<file path="src/sv/spcd_pkg.sv">
// spcd_pkg: shared types and constants of the serial power command decoder
// no dependencies; used by serial_power_command_decoder, spcd_status_check and the testbench
`default_nettype none

package spcd_pkg;

    // event codes reported with a status item
    typedef enum logic [1:0] {
        EV_OFF     = 2'd0,
        EV_ON      = 2'd1,
        EV_TIMEOUT = 2'd2
    } spcd_ev_t;

    // item kinds on the command channel
    typedef enum logic {
        KIND_BYTE = 1'b0,
        KIND_TICK = 1'b1
    } spcd_kind_t;

    localparam int unsigned CMD_LEN         = 17;
    localparam int unsigned PREFIX_LEN      = 14;
    localparam int unsigned START_FRAME_LEN = 19;

    localparam logic [15:0] TIMEOUT_RESET = 16'd1000;

    localparam logic [7:0] BYTE_SYNC = 8'h7c;
    localparam logic [7:0] BYTE_00   = 8'h00;
    localparam logic [7:0] BYTE_01   = 8'h01;
    localparam logic [7:0] BYTE_11   = 8'h11;

    // fixed command prefix
    localparam logic [7:0] CMD_PREFIX [0:PREFIX_LEN-1] = '{
        8'h7c, 8'h02, 8'h02, 8'h00, 8'h01, 8'h00, 8'h00,
        8'h00, 8'h00, 8'h00, 8'h00, 8'h00, 8'h00, 8'h00
    };

    // fixed start frame
    localparam logic [7:0] START_FRAME [0:START_FRAME_LEN-1] = '{
        8'h7c, 8'h02, 8'h01, 8'h00, 8'h0c, 8'h41, 8'h31, 8'h31, 8'h38, 8'h30,
        8'h31, 8'h30, 8'h31, 8'h30, 8'h30, 8'h30, 8'h31, 8'h77, 8'h7c
    };

endpackage

`default_nettype wire

</file>
<file path="src/sv/spcd_cmd_if.sv">
// spcd_cmd_if: command channel (received byte or timer tick) with valid/ready
// no dependencies
`default_nettype none

interface spcd_cmd_if;
    logic       valid;
    logic       ready;
    logic       kind;
    logic [7:0] rx_byte;

    modport source (output valid, output kind, output rx_byte, input ready);
    modport sink   (input valid, input kind, input rx_byte, output ready);
endinterface

`default_nettype wire

</file>
<file path="src/sv/spcd_status_if.sv">
// spcd_status_if: status channel (event and power state) with valid/ready
// no dependencies
`default_nettype none

interface spcd_status_if;
    logic       valid;
    logic       ready;
    logic       event_valid;
    logic [1:0] event_code;
    logic       power_on;

    modport source (output valid, output event_valid, output event_code,
                    output power_on, input ready);
    modport sink   (input valid, input event_valid, input event_code,
                    input power_on, output ready);
endinterface

`default_nettype wire

</file>
<file path="src/sv/spcd_cfg_if.sv">
// spcd_cfg_if: configuration write channel carrying the timeout limit
// no dependencies
`default_nettype none

interface spcd_cfg_if;
    logic        valid;
    logic        ready;
    logic [15:0] data;

    modport source (output valid, output data, input ready);
    modport sink   (input valid, input data, output ready);
endinterface

`default_nettype wire

</file>
<file path="src/sv/serial_power_command_decoder.sv">
// serial_power_command_decoder: frame matcher for serial power commands
// depends on spcd_pkg, spcd_cmd_if, spcd_status_if, spcd_cfg_if
//
//   channel | direction | payload                          | handshake
//   --------+-----------+----------------------------------+------------
//   cmd     | sink      | kind, rx_byte                    | valid/ready
//   status  | source    | event_valid, event_code, power_on| valid/ready
//   cfg     | sink      | data (timeout_ticks)             | valid/ready
//
// one status item per command item: an accepted item passes through the input
// register and then the result register, which drives status; one item per
// cycle sustained while status is taken without a stall
// reset clears the byte count, tick count, timer flag and power state, and sets the
// timeout limit to 1000 ticks; the frame store is not cleared
// a stalled status item holds the result register; the input register still
// takes one more item, then cmd.ready drops until status is taken
`default_nettype none

module serial_power_command_decoder #(
    parameter int unsigned STORE_DEPTH = 19
) (
    input  wire           clk,
    input  wire           rst_n,
    spcd_cmd_if.sink      cmd,
    spcd_status_if.source status,
    spcd_cfg_if.sink      cfg
);
    import spcd_pkg::*;

    // count holds 0..STORE_DEPTH, store index 0..STORE_DEPTH-1
    localparam int unsigned CNT_W = $clog2(STORE_DEPTH + 1);
    localparam int unsigned IDX_W = $clog2(STORE_DEPTH);

    // ------------------------------------------------------------------
    // configuration register
    // ------------------------------------------------------------------
    logic [15:0] timeout_reg;

    assign cfg.ready = 1'b1;

    always_ff @(posedge clk or negedge rst_n)
    begin
        if (!rst_n)
        begin
            timeout_reg <= TIMEOUT_RESET;
        end
        else if (cfg.valid)
        begin
            timeout_reg <= cfg.data;
        end
    end

    // ------------------------------------------------------------------
    // input register
    // ------------------------------------------------------------------
    logic       in_valid_reg;
    spcd_kind_t in_kind_reg;
    logic [7:0] in_byte_reg;
    logic       out_valid_reg;
    logic       advance;   // result register can take a new result
    logic       proc;      // registered item is decoded this cycle

    assign advance   = !out_valid_reg || status.ready;
    assign proc      = in_valid_reg && advance;
    assign cmd.ready = !in_valid_reg || advance;

    always_ff @(posedge clk or negedge rst_n)
    begin
        if (!rst_n)
        begin
            in_valid_reg <= 1'b0;
        end
        else if (cmd.ready)
        begin
            in_valid_reg <= cmd.valid;
        end
    end

    always_ff @(posedge clk)
    begin
        if (cmd.valid && cmd.ready)
        begin
            in_kind_reg <= spcd_kind_t'(cmd.kind);
            in_byte_reg <= cmd.rx_byte;
        end
    end

    // ------------------------------------------------------------------
    // decoder state
    // ------------------------------------------------------------------
    logic [CNT_W-1:0] cnt_reg;
    logic [CNT_W-1:0] cnt_next;
    logic [15:0]      tick_reg;
    logic [15:0]      tick_next;
    logic             run_reg;
    logic             run_next;
    logic             power_reg;
    logic             power_next;
    logic [7:0]       store_reg [0:STORE_DEPTH-1];

    logic             ev_hit;
    spcd_ev_t         ev_code;

    // byte write into the store
    logic             is_byte;
    logic             store_wr;
    logic [CNT_W-1:0] cnt_app;
    logic [15:0]      tick_inc;

    assign is_byte  = (in_kind_reg == KIND_BYTE);
    assign store_wr = is_byte && (cnt_reg < CNT_W'(STORE_DEPTH));
    assign cnt_app  = store_wr ? cnt_reg + CNT_W'(1) : cnt_reg;
    assign tick_inc = tick_reg + 16'd1;

    // store contents as they stand after this byte is written
    logic [7:0] eff [0:START_FRAME_LEN-1];
    logic [START_FRAME_LEN-1:0] start_eq;
    logic [PREFIX_LEN-1:0]      prefix_eq;

    for (genvar i = 0; i < START_FRAME_LEN; i++)
    begin : g_eff
        assign eff[i]      = (store_wr && cnt_reg == CNT_W'(i)) ? in_byte_reg
                                                                : store_reg[i];
        assign start_eq[i] = (eff[i] == START_FRAME[i]);
    end

    for (genvar i = 0; i < PREFIX_LEN; i++)
    begin : g_prefix
        assign prefix_eq[i] = (eff[i] == CMD_PREFIX[i]);
    end

    logic start_hit;
    logic prefix_hit;
    logic on_tail;
    logic off_tail;

    assign start_hit  = &start_eq;
    assign prefix_hit = &prefix_eq;
    // tail sits right after the prefix
    assign on_tail  = (eff[PREFIX_LEN]     == BYTE_00) &&
                      (eff[PREFIX_LEN + 1] == BYTE_01) &&
                      (eff[PREFIX_LEN + 2] == BYTE_SYNC);
    assign off_tail = (eff[PREFIX_LEN]     == BYTE_01) &&
                      (eff[PREFIX_LEN + 1] == BYTE_11) &&
                      (eff[PREFIX_LEN + 2] == BYTE_SYNC);

    always_comb
    begin
        cnt_next   = cnt_reg;
        tick_next  = tick_reg;
        run_next   = run_reg;
        power_next = power_reg;
        ev_hit     = 1'b0;
        ev_code    = EV_OFF;

        if (is_byte)
        begin
            cnt_next  = cnt_app;
            tick_next = 16'd0;
            run_next  = 1'b1;
            priority if (cnt_app >= CNT_W'(START_FRAME_LEN))
            begin
                // full start frame length: always empty the store
                cnt_next = '0;
                if (start_hit)
                begin
                    power_next = 1'b1;
                    run_next   = 1'b0;
                    ev_hit     = 1'b1;
                    ev_code    = EV_ON;
                end
            end
            else if (cnt_app >= CNT_W'(CMD_LEN) && prefix_hit && on_tail)
            begin
                cnt_next   = '0;
                power_next = 1'b1;
                run_next   = 1'b0;
                ev_hit     = 1'b1;
                ev_code    = EV_ON;
            end
            else if (cnt_app >= CNT_W'(CMD_LEN) && prefix_hit && off_tail)
            begin
                cnt_next   = '0;
                power_next = 1'b0;
                run_next   = 1'b0;
                ev_hit     = 1'b1;
                ev_code    = EV_OFF;
            end
            else
            begin
                // partial frame or mismatch: bytes stay held
            end
        end
        else if (run_reg)
        begin
            tick_next = tick_inc;
            if (tick_inc == timeout_reg)
            begin
                cnt_next = '0;
                run_next = 1'b0;
                ev_hit   = 1'b1;
                ev_code  = EV_TIMEOUT;
            end
        end
    end

    always_ff @(posedge clk or negedge rst_n)
    begin
        if (!rst_n)
        begin
            cnt_reg   <= '0;
            tick_reg  <= '0;
            run_reg   <= 1'b0;
            power_reg <= 1'b0;
        end
        else if (proc)
        begin
            cnt_reg   <= cnt_next;
            tick_reg  <= tick_next;
            run_reg   <= run_next;
            power_reg <= power_next;
        end
    end

    // frame store, written at the current count
    always_ff @(posedge clk)
    begin
        if (proc && store_wr)
        begin
            store_reg[cnt_reg[IDX_W-1:0]] <= in_byte_reg;
        end
    end

    // ------------------------------------------------------------------
    // result register
    // ------------------------------------------------------------------
    logic     ev_valid_reg;
    spcd_ev_t ev_code_reg;
    logic     power_out_reg;

    always_ff @(posedge clk or negedge rst_n)
    begin
        if (!rst_n)
        begin
            out_valid_reg <= 1'b0;
        end
        else if (advance)
        begin
            out_valid_reg <= in_valid_reg;
        end
    end

    always_ff @(posedge clk)
    begin
        if (proc)
        begin
            ev_valid_reg  <= ev_hit;
            ev_code_reg   <= ev_code;
            power_out_reg <= power_next;
        end
    end

    assign status.valid       = out_valid_reg;
    assign status.event_valid = ev_valid_reg;
    assign status.event_code  = ev_code_reg;
    assign status.power_on    = power_out_reg;

    // ------------------------------------------------------------------
    // assertions
    // ------------------------------------------------------------------

    // the store is emptied at the start frame length, never held beyond it
    a_cnt_bound : assert property (
        @(posedge clk) disable iff (!rst_n)
        cnt_reg < CNT_W'(START_FRAME_LEN)
    ) else $error("byte count beyond start frame length");

    // a timeout stops the timer and empties the store
    a_timeout_clears : assert property (
        @(posedge clk) disable iff (!rst_n)
        (proc && ev_hit && ev_code == EV_TIMEOUT) |=> (!run_reg && cnt_reg == '0)
    ) else $error("timeout left timer running or bytes held");

    // power events agree with the reported power state
    a_event_power : assert property (
        @(posedge clk) disable iff (!rst_n)
        (status.valid && status.event_valid && ev_code_reg != EV_TIMEOUT)
            |-> (status.power_on == (ev_code_reg == EV_ON))
    ) else $error("power event disagrees with power state");

    // an item waiting in the input register is not dropped on a stall
    a_hold_input : assert property (
        @(posedge clk) disable iff (!rst_n)
        (in_valid_reg && !advance) |=> in_valid_reg
    ) else $error("input item lost while result stalled");

endmodule

`default_nettype wire

</file>
<file path="src/flat_wrapper.sv">
// flat-port wrapper written by rule: the top's interface ports become plain ports
module serial_power_command_decoder_flat import spcd_pkg::*;
#(
    parameter int unsigned STORE_DEPTH = 19
)
  (clk, rst_n, cmd_valid, cmd_kind, cmd_rx_byte, cmd_ready, status_valid, status_event_valid, status_event_code, status_power_on, status_ready, cfg_valid, cfg_data, cfg_ready);
  spcd_cmd_if cmd_i ();
  spcd_status_if status_i ();
  spcd_cfg_if cfg_i ();
  input  wire clk;
  input  wire rst_n;
  input wire logic [$bits(cmd_i.valid)-1:0] cmd_valid;
  input wire logic [$bits(cmd_i.kind)-1:0] cmd_kind;
  input wire logic [$bits(cmd_i.rx_byte)-1:0] cmd_rx_byte;
  output wire logic [$bits(cmd_i.ready)-1:0] cmd_ready;
  output wire logic [$bits(status_i.valid)-1:0] status_valid;
  output wire logic [$bits(status_i.event_valid)-1:0] status_event_valid;
  output wire logic [$bits(status_i.event_code)-1:0] status_event_code;
  output wire logic [$bits(status_i.power_on)-1:0] status_power_on;
  input wire logic [$bits(status_i.ready)-1:0] status_ready;
  input wire logic [$bits(cfg_i.valid)-1:0] cfg_valid;
  input wire logic [$bits(cfg_i.data)-1:0] cfg_data;
  output wire logic [$bits(cfg_i.ready)-1:0] cfg_ready;
  assign cmd_i.valid = cmd_valid;
  assign cmd_i.kind = cmd_kind;
  assign cmd_i.rx_byte = cmd_rx_byte;
  assign cmd_ready = cmd_i.ready;
  assign status_valid = status_i.valid;
  assign status_event_valid = status_i.event_valid;
  assign status_event_code = status_i.event_code;
  assign status_power_on = status_i.power_on;
  assign status_i.ready = status_ready;
  assign cfg_i.valid = cfg_valid;
  assign cfg_i.data = cfg_data;
  assign cfg_ready = cfg_i.ready;
  serial_power_command_decoder #(.STORE_DEPTH(STORE_DEPTH)) u_core (.clk(clk), .rst_n(rst_n), .cmd(cmd_i), .status(status_i), .cfg(cfg_i));
endmodule
</file>
<file path="config.mk">
export PLATFORM = sky130hd
export DESIGN_NAME = serial_power_command_decoder_flat
export DESIGN_NICKNAME = d
export VERILOG_FILES = /design/src/sv/spcd_pkg.sv /design/src/sv/spcd_cmd_if.sv /design/src/sv/spcd_status_if.sv /design/src/sv/spcd_cfg_if.sv /design/src/sv/serial_power_command_decoder.sv /design/src/flat_wrapper.sv
export SDC_FILE = /design/constraint.sdc
export NUM_CORES = 1
export LEC_CHECK = 0
export BUFFER_PORTS_ARGS = -buffer_cell sky130_fd_sc_hd__buf_2
export CORE_ASPECT_RATIO = 0.8
export CORE_MARGIN = 8
export CORE_UTILIZATION = 40
export DETAILED_ROUTE_END_ITERATION = 10
export GPL_ROUTABILITY_DRIVEN = 0
export GPL_TIMING_DRIVEN = 1
export PLACE_DENSITY = 0.57
export SLEW_MARGIN = 10
export SYNTH_ARGS = -nofsm -noshare
export SYNTH_HDL_FRONTEND = slang
export SYNTH_SLANG_ARGS = --single-unit
export TNS_END_PERCENT = 30
</file>
<file path="constraint.sdc">
create_clock -name clk -period 5 [get_ports clk]
set_clock_uncertainty 0.15 [all_clocks]
set_input_delay 1 -clock clk [delete_from_list [all_inputs] [get_ports clk]]
set_output_delay 1 -clock clk [all_outputs]
set_load 0.03 [all_outputs]
</file>
# Word-level counts from Yosys, hierarchy flattened
# Memories as Yosys holds them, arrays and structs flattened.
# Index checks and enable logic that the tools add are counted.
[word_totals] register_bits=54 ram_bits=152 out_inout_bits=7 memories=1
[op_classes] n_mux=55 bitwise=1 addsub=2 n_eq_ne=45 n_lt_le_gt_ge=3 n_reduce_logical=50
[memory_table] name="u_core.store_reg" depth=19 word_bits=8 read_ports=19 rd_clocked_by_memory_dff=0 wr=1 line_no="serial_power_command_decoder.sv:99" text="logic [7:0] store_reg [0:STORE_DEPTH-1];"
[ops] operator="8-bit 2-to-1 mux" n=19
[ops] operator="8-bit by 6-bit == test with 1-bit output, second input constant" n=11
[ops] operator="8-bit logical NOT" n=11
[ops] operator="5-bit by 4-bit == test with 1-bit output, second input constant" n=8
[ops] operator="8-bit by 7-bit == test with 1-bit output, second input constant" n=5
[ops] operator="5-bit 2-to-1 mux" n=7
[ops] operator="8-bit by 1-bit == test with 1-bit output, second input constant" n=4
[ops] operator="16-bit 2-to-1 mux" n=2
[ops] operator="1-bit logical AND" n=30
[ops] operator="1-bit 2-to-1 mux" n=23
[ops] operator="5-bit by 3-bit == test with 1-bit output, second input constant" n=4
[ops] operator="19-bit AND reduction" n=1
[ops] operator="16-bit by 1-bit adder with 16-bit output, second input constant" n=1
[ops] operator="16-bit == test" n=1
[ops] operator="8-bit by 2-bit == test with 1-bit output, second input constant" n=2
[ops] operator="5-bit == test, second input constant" n=3
[ops] operator="14-bit AND reduction" n=1
[ops] operator="5-bit by 2-bit == test with 1-bit output, second input constant" n=2
[ops] operator="5-bit >= comparator, second input constant" n=2
[ops] operator="8-bit by 4-bit == test with 1-bit output, second input constant" n=1
[ops] operator="8-bit by 5-bit == test with 1-bit output, second input constant" n=1
[ops] operator="2-bit 2-to-1 mux" n=4
[ops] operator="5-bit by 1-bit adder with 5-bit output, second input constant" n=1
[ops] operator="5-bit by 1-bit == test with 1-bit output, second input constant" n=1
[ops] operator="8 further kinds" n=11

# Logic depth before layout (Yosys ltp)
# Gate-level depths: netlist of the first run.
[logic_depth] depth_word=12 depth_mapped=14

# Worst setup path before layout of the first run
# No wires, ideal clock.
[synth_timing] kind="flip-flop to flip-flop" startpoint="reg u_core.cnt_reg[0]" endpoint="reg u_core.power_out_reg (netlist: u_core.status.power_on) (data pin)" setup_time_ps=269 t_arrival_ps=3343 t_required_ps=4581 n_path_buf=3 period_less_slack_ps=3761 path_stages_with_launch=15 path_slack_ps=1239 cell_sequence="dfrtp_1 -> ha_1 -> clkbuf_1 -> clkbuf_1 -> clkbuf_1 -> and3_1 -> ha_1 -> nand2b_1 -> a21oi_2 -> nor2_1 -> a221o_1 -> or4_4 -> or4_1 -> o21ai_1 -> o31ai_1"
[synth_between] elab_chain_cells=12 elab_cells_between_ends=112 classes_between="add/sub: 1; order compare: 3; eq/ne: 42; mux: 25; reduce/logical: 41"
[synth_rtl] item="from (decl)" line_no="serial_power_command_decoder.sv:91" text="logic [CNT_W-1:0] cnt_reg;"
[synth_rtl] item="from (signal assigned)" line_no="serial_power_command_decoder.sv:218" text="cnt_reg <= cnt_next;"
[synth_rtl] item="5-bit < comparator" line_no="serial_power_command_decoder.sv:111" text="assign store_wr = is_byte && (cnt_reg < CNT_W'(STORE_DEPTH));"
[synth_rtl] item="1-bit logical AND" line_no="serial_power_command_decoder.sv:111"
[synth_rtl] item="1-bit logical AND" line_no="serial_power_command_decoder.sv:122" text="assign eff[i] = (store_wr && cnt_reg == CNT_W'(i)) ? in_byte_reg"
[synth_rtl] item="8-bit 2-to-1 mux" line_no="serial_power_command_decoder.sv:122"
[synth_rtl] item="8-bit by 7-bit == test with 1-bit output (tied with other cells)" line_no="serial_power_command_decoder.sv:124, serial_power_command_decoder.sv:129"
[synth_rtl] item="14-bit AND reduction / 1-bit logical AND (equally long branches)" line_no="serial_power_command_decoder.sv:138, serial_power_command_decoder.sv:143"
[synth_rtl] item="1-bit logical AND, on equally long branches" line_no="serial_power_command_decoder.sv:173, serial_power_command_decoder.sv:181, serial_power_command_decoder.sv:144"
[synth_rtl] item="1-bit logical AND" line_no="serial_power_command_decoder.sv:181" text="else if (cnt_app >= CNT_W'(CMD_LEN) && prefix_hit && off_tail)"
[synth_rtl] item="1-bit 2-to-1 mux" line_no="serial_power_command_decoder.sv:181"
[synth_rtl] item="1-bit 2-to-1 mux" line_no="serial_power_command_decoder.sv:173" text="else if (cnt_app >= CNT_W'(CMD_LEN) && prefix_hit && on_tail)"
[synth_rtl] item="1-bit 2-to-1 mux *" line_no="serial_power_command_decoder.sv:161" text="priority if (cnt_app >= CNT_W'(START_FRAME_LEN))"
[synth_rtl] item="1-bit 2-to-1 mux *" line_no="serial_power_command_decoder.sv:156" text="if (is_byte)"
[synth_rtl] item="via u_core.power_next" line_no="serial_power_command_decoder.sv:98" text="logic power_next;"
[synth_rtl] item="to (signal assigned)" line_no="serial_power_command_decoder.sv:259" text="power_out_reg <= power_next;"
[synth_rtl] item="to (decl)" line_no="serial_power_command_decoder.sv:239" text="logic power_out_reg;"
# Mark *: on every way through the listed nets, which the timed path passes. The rest lies on a longest branch.
# A chain may end at the register's enable or synchronous reset.

# Worst setup path in the final report of the first run
[layout_timing] startpoint="reg u_core.cnt_reg[3]" endpoint="reg u_core.cnt_reg[3]"
[layout_between] elab_chain_cells=12 elab_cells_between_ends=88 classes_between="add/sub: 1; order compare: 3; eq/ne: 24; mux: 22; reduce/logical: 38"
[layout_rtl] item="5-bit < comparator" line_no="serial_power_command_decoder.sv:111"
[layout_rtl] item="1-bit logical AND" line_no="serial_power_command_decoder.sv:111"
[layout_rtl] item="1-bit logical AND" line_no="serial_power_command_decoder.sv:122"
[layout_rtl] item="8-bit 2-to-1 mux" line_no="serial_power_command_decoder.sv:122"
[layout_rtl] item="8-bit by 7-bit == test with 1-bit output (tied with other cells)" line_no="serial_power_command_decoder.sv:129" text="assign prefix_eq[i] = (eff[i] == CMD_PREFIX[i]);"
[layout_rtl] item="14-bit AND reduction / 1-bit logical AND (equally long branches)" line_no="serial_power_command_decoder.sv:138, serial_power_command_decoder.sv:143"
[layout_rtl] item="1-bit logical AND, on equally long branches" line_no="serial_power_command_decoder.sv:173, serial_power_command_decoder.sv:181, serial_power_command_decoder.sv:144"
[layout_rtl] item="1-bit logical AND" line_no="serial_power_command_decoder.sv:181"
[layout_rtl] item="5-bit 2-to-1 mux" line_no="serial_power_command_decoder.sv:181"
[layout_rtl] item="5-bit 2-to-1 mux" line_no="serial_power_command_decoder.sv:173"
[layout_rtl] item="5-bit 2-to-1 mux *" line_no="serial_power_command_decoder.sv:161"
[layout_rtl] item="5-bit 2-to-1 mux *" line_no="serial_power_command_decoder.sv:156"
# Mark *: on every way between the ends. The rest lies on a longest branch, timed or not.

==> flow_metrics.py, run 1 <==
metrics = {
    "outcome": {
        "status": "completed",
    },
    "clock_tree": {
        "post_cts_resized": 0,
        "post_cts_buffers": 0,
        "numCtsBuffers": 21,
        "clockRootBuffer": "clkbuf_16",
        "clkSinkCount": 206,
        "htree_levels": 1,
        "ctsHoldBuffers": 0,
        "clock_latency_ps": 490,
        "clockBufferDepth": 3,
        "clk_pin_slew_ps": 60,
        "cts_tree": "done",
    },
    "min_path": {
        "min_delay_path_depth": 1,
        "hold_start": "u_core.in_valid_reg",
        "hold_class": "reg -> reg",
        "whs_endpoint": "u_core.status.valid",
    },
    "sta": {
        "final_hold_viol_count": 0,
        "finalMaxSlewViolations": 0,
        "max_freq_mhz": 224.8,
        "period_minus_slack_ps": 4448,
        "setup_tns_ps": 0,
        "tightest_slew_ps": 1191,
        "rsz0062_at_grt": "false",
        "period_share_pct": 88.97,
        "setup_viol": 0,
        "slew_headroom_pct": 19.88,
        "post-route-worst-setup-slack_ps": 551.6,
    },
    "detailed_routing": {
        "drt_first_pass_iters": 7,
        "ant_nets": 0,
        "routed_wl_um": 24840,
        "routed_via_density": 5.995,
        "avgRoutedWirePerCell_um": 22.18,
        "drtIter0Drc": 790,
        "drc": 0,
        "vias": 6714,
    },
    "die": {
        "rows": 50,
        "die_w_um": 188.5,
        "ios": 37,
        "core-area_um2": 23400,
        "die_h_um": 154.0,
        "start_util_pct": 40.68,
        "dieArea_um2": 29020,
    },
    "global_routing": {
        "grt_max_degree": 42,
        "antenna_found_initial": 1,
        "grt_pass1_wl_um": 38360,
        "grt_use_total_pct": 16.72,
        "grt_pass1_vias": 6537,
        "grt_overflow_total": 0,
    },
    "synth": {
        "synth_top_area_share_pct": 52.05,
        "async_flop_share_pct": 19.90,
        "synth_most_common_cell": "edfxtp_1",
        "ys_seq_elements": 206,
        "syn_area_per_cell_um2": 12.56,
        "synth_edf_count": 165,
        "synth_area_leader_cell": "edfxtp_1",
        "ys_types": 81,
        "synthTopCellsByArea": "edfxtp_1 (52%), dfrtp_1 (9.2%), mux2_2 (2.1%)",
        "synth-seq-area-share_pct": 62.91,
        "yosys-top-cells-count": "edfxtp_1 (165), nor2_1 (49), nand2_1 (43)",
        "synthCells": 758,
        "ys_warn_count": 0,
        "synth_fp_nets": 794,
        "ys.flop_type": "edfxtp_1",
        "synth_area_um2": 9519,
    },
    "power": {
        "ir_worst_vdd_mv": 0.2130,
        "power_density_nw_per_um2": 402.8,
        "p_leak_nw": 3.632,
    },
    "final_layout": {
        "area_growth_pct": 12.75,
        "num-fill-cells": 2147,
        "fin_cells": 1120,
        "fin_nets": 830,
        "drive_gt1_share_pct": 16.71,
        "multi_input_area_um2": 3283,
        "largest_register_ffs": 152,
        "post-route-util_pct": 45.87,
        "regArea_um2": 5988,
        "antennaDiodeCount": 0,
    },
    "placed_design": {
        "hpwl_um": 17050,
        "place_ws_ps": 705.5,
        "place_inst": 1083,
        "io_buffer_count": 35,
    },
    "setup_path": {
        "cp.required_ps": 5220,
        "path_cells": "nor4b_4 -> nand2_1 -> a2111oi_0 -> o2111ai_1 -> nand4b_1 -> or4b_1 -> and2_4 -> a221o_1",
        "crit_type": "reg -> reg",
        "cp-start-kind": "flop",
        "worst-r2r-cell-count": 8,
        "end_kind": "flop",
        "cp_max_fo": 24,
        "slowest_stage": "dfrtp_1",
        "slowest_delay_ps": 870,
        "cp.arrival_ps": 4670,
        "r2r_start": "u_core.cnt_reg[3]",
        "timing.rr.end": "u_core.cnt_reg[3]",
        "reg2reg_slack_ps": 550,
    },
    "job": {
        "cap_violations": 0,
    },
}
cells by family after synthesis:
| kind of cell | synth area share (%) |
|---|---|
| adders and majority gates | 0.7886 |
| buffers and inverters | 2.694 |
| AOI/OAI and AO/OA | 12.38 |
| muxes | 3.128 |
| xor gates and xnor gates | 2.392 |
| DFF | 62.91 |
| and+or+nand+nor | 15.67 |
| other | 0.03939 |
worst max-delay path by stage:
| stage | start | slack [ps] | to |
|---|---|---|---|
| CTS | u_core.cnt_reg[3] | 710 | u_core.cnt_reg[3] |
| global route | u_core.cnt_reg[2] | 440 | u_core.cnt_reg[3] |
| detailed placement | u_core.cnt_reg[3] | 710 | u_core.cnt_reg[3] |
| floorplan | u_core.cnt_reg[0] | 1240 | u_core.status.power_on |
| global placement | u_core.cnt_reg[3] | 880 | u_core.status.power_on |
| finish | u_core.cnt_reg[3] | 550 | u_core.cnt_reg[3] |
layer usage:
metal,GRT usage [%],share of wire (%),vias to the layer above
met5,0,0,-
met4,3.716,2.2,0
met2,23.20,41,378
met1,25.55,47,3256
met3,4.295,10,53
li1,-,-,3027
worst max-delay path: cells and delay by family, from the launching register on:
| kind | cells | cell delay [ps] |
|---|---|---|
| AO/OA/AOI/OAI | 3 | 1150 |
| flip-flops | 1 | 870 |
| AND/OR/NAND/NOR | 5 | 2150 |
where the power goes:
group | internal, mW | leakage (nW) | switching, mW
Combinational | 0.251 | 1.30 | 0.478
Clock | 0.882 | 0.326 | 0.647
Sequential | 1.94 | 2.01 | 0.127
Total | 3.07 | 3.63 | 1.25
cells in the final DEF, fill, tap and decap left out, types with 6 or more instances in the layout:
cell and count:
o31ai_1 13, ha_1 6, nor3_1 26, a21oi_1 33, buf_2 35, xor2_1 7
mux2i_1 8, a2111oi_0 7, nor4_1 17, dfstp_2 6, dfrtp_1 35, or4_1 8
mux2_2 18, nor2_1 49, and2_1 6, xnor2_1 19, and3_1 18, nand4_1 14
edfxtp_1 165, a21o_1 8, nand2b_1 10, inv_1 15, nand3_1 28, o22ai_1 6
o21ai_0 30, buf_4 22, nand2_1 43, clkbuf_16 21
cell type report:
cell class	count	area share, %
clock buffer	23	4.966
inverter	16	0.5596
tap	312	3.637
clock inverter	14	1.282
timing repair buffer	57	3.171
sequential	206	55.79
multi-input combinational	492	30.59
per-stage QoR:
step | total power, mW | hold slack [ps] | instance area, µm²
final | 4.323 | 357.5 | 10730
after global routing | 4.480 | 371.3 | 10730
after CTS | 4.324 | 363.0 | 10720
after detailed placement | 2.798 | 347.1 | 10050
after global placement | 2.791 | 324.8 | 10050
after floorplan | 2.573 | 306.3 | 9519
Power figures use the tool's default switching activity.
==> run 2: changes to the inputs <==
Settings changed: RECOVER_POWER set to 25.
==> run 2 against run 1 <==
  * Critical endpoint unchanged
  * The flow now finishes with violations (max-capacitance violations, max-slew violations)
  * Register-to-register slack barely moved
  * Via count rose by 0.48%
  * Core utilization fell by 0.091 points
  * Combinational power barely moved
  * Sequential power barely moved
  * Highest routed layer unchanged
  * Clock-buffer cell count did not move
  * Hold slack barely moved
  * Design area fell by 0.20%
==> flow_metrics.py, run 2 (synthesized netlist as in run 1, its figures left out) <==
metrics = {
    "outcome": {
        "status": "finished with violations",
        "violations": "max-capacitance violations, max-slew violations",
    },
    "die": {
        "start_util_pct": 40.68,
        "dieArea_um2": 29020,
        "die_h_um": 154.0,
        "core-area_um2": 23400,
        "die_w_um": 188.5,
        "rows": 50,
        "ios": 37,
    },
    "power": {
        "p_leak_nw": 3.608,
        "power_density_nw_per_um2": 403.7,
        "ir_worst_vdd_mv": 0.2126,
    },
    "detailed_routing": {
        "drtIter0Drc": 786,
        "ant_nets": 0,
        "drc": 0,
        "drt_first_pass_iters": 6,
        "routed_via_density": 6.023,
        "routed_wl_um": 24860,
        "vias": 6746,
        "avgRoutedWirePerCell_um": 22.20,
    },
    "global_routing": {
        "grt_use_total_pct": 16.72,
        "grt_overflow_total": 0,
        "grt_pass1_vias": 6537,
        "antenna_found_initial": 1,
        "grt_pass1_wl_um": 38360,
        "grt_max_degree": 42,
    },
    "sta": {
        "finalMaxSlewViolations": 42,
        "period_minus_slack_ps": 4462,
        "tightest_slew_ps": 2267,
        "period_share_pct": 89.23,
        "holdWs_ps": 357.5,
        "slew_headroom_pct": -51.15,
        "max_freq_mhz": 224.1,
        "rsz0062_at_grt": "false",
        "setup_tns_ps": 0,
        "setup_viol": 0,
        "final_hold_viol_count": 0,
    },
    "setup_path": {
        "r2r_start": "u_core.cnt_reg[3]",
        "cp.required_ps": 5220,
        "cp-start-kind": "flop",
        "crit_type": "reg -> reg",
        "cp.arrival_ps": 4680,
        "worst-path-buf-inv": 0,
        "path_cells": "nor4b_4 -> nand2_1 -> a2111oi_0 -> o2111ai_1 -> nand4b_1 -> or4b_1 -> and2_4 -> a221o_1",
        "cp_max_fo": 24,
        "slowest_delay_ps": 870,
        "end_kind": "flop",
        "cp-startpoint": "u_core.cnt_reg[3]",
        "slowest_stage": "dfrtp_1",
        "path_delay_family": "simple AND/OR/NAND/NOR gates",
    },
    "final_layout": {
        "drive_gt1_share_pct": 15.84,
        "area_growth_pct": 12.53,
        "layout_commonest_cell": "edfxtp_1",
        "most-common-layout-cells": "edfxtp_1 (165), nor2_1 (49), nand2_1 (43)",
        "fin_nets": 830,
        "num-fill-cells": 2154,
        "antennaDiodeCount": 0,
        "largest_register_ffs": 152,
        "final_cell_area_um2": 10710,
    },
    "clock_tree": {
        "numCtsBuffers": 21,
        "clock_latency_ps": 500,
        "clk_pin_slew_ps": 60,
        "clkSinkCount": 206,
        "ctsHoldBuffers": 0,
        "cts_tree": "done",
        "clockRootBuffer": "clkbuf_16",
        "htree_levels": 1,
        "clockBufferDepth": 3,
        "post_cts_resized": 0,
        "post_cts_buffers": 0,
    },
    "min_path": {
        "hold_start": "u_core.in_valid_reg",
        "hold_class": "reg -> reg",
    },
    "placed_design": {
        "io_buffer_count": 35,
        "place_area_um2": 10050,
        "hpwl_um": 17050,
    },
    "job": {
        "cap_violations": 1,
    },
}
[run 2: area by class of cell]
type / instances / area, µm² / area share, %
Sequential cell: 206 / 5988 / 55.90
Inverter: 16 / 60.06 / 0.5607
Clock buffer: 23 / 533.0 / 4.976
Multi-Input combinational cell: 492 / 3283 / 30.65
Timing Repair Buffer: 57 / 319.1 / 2.979
Clock inverter: 14 / 137.6 / 1.285
Tap cell: 312 / 390.4 / 3.644
[run 2: metal layers]
| layer | up-vias | global-route usage, % | part of all wire, % |
|---|---|---|---|
| met5 | - | 0 | 0 |
| met1 | 3286 | 25.55 | 47 |
| met4 | 0 | 3.716 | 2.2 |
| li1 | 3021 | - | - |
| met2 | 383 | 23.20 | 41 |
| met3 | 56 | 4.295 | 10 |
[run 2: power breakdown]
part           switching (mW)  leakage [nW]  internal, mW  total, mW
registers               0.127          2.01          1.94       2.07
clock network           0.648         0.326         0.882       1.53
logic                   0.480          1.28         0.249      0.729
total                    1.25          3.61          3.07       4.32
[run 2: final timing paths]
kind                                  endpoint  slack (ps)  depth (start not counted)
setup reg to reg             u_core.cnt_reg[3]         540                          8
min in group asynchronous   u_core.tick_reg[6]        1030                          1
setup / recovery             u_core.cnt_reg[3]         540                          8
hold / removal             u_core.status.valid         360                          1
hold reg to reg            u_core.status.valid         360                          1
max in group asynchronous    u_core.cnt_reg[3]        2370                          1
[run 2: per-stage QoR]
| step | power (mW) | worst slack [ps] | instances | util (%) |
|---|---|---|---|---|
| 6_report | 4.325 | 538.3 | 1120 | 45.78 |
| 2_1_floorplan | 2.573 | 1239 | 758 | - |
| 5_1_grt | 4.478 | 443.6 | 1120 | 45.78 |
| 3_3_place_gp | 2.791 | 878.2 | 1083 | 42.97 |
| 4_1_cts | 4.324 | 705.3 | 1120 | 45.83 |
| 3_5_place_dp | 2.798 | 705.5 | 1083 | 42.97 |
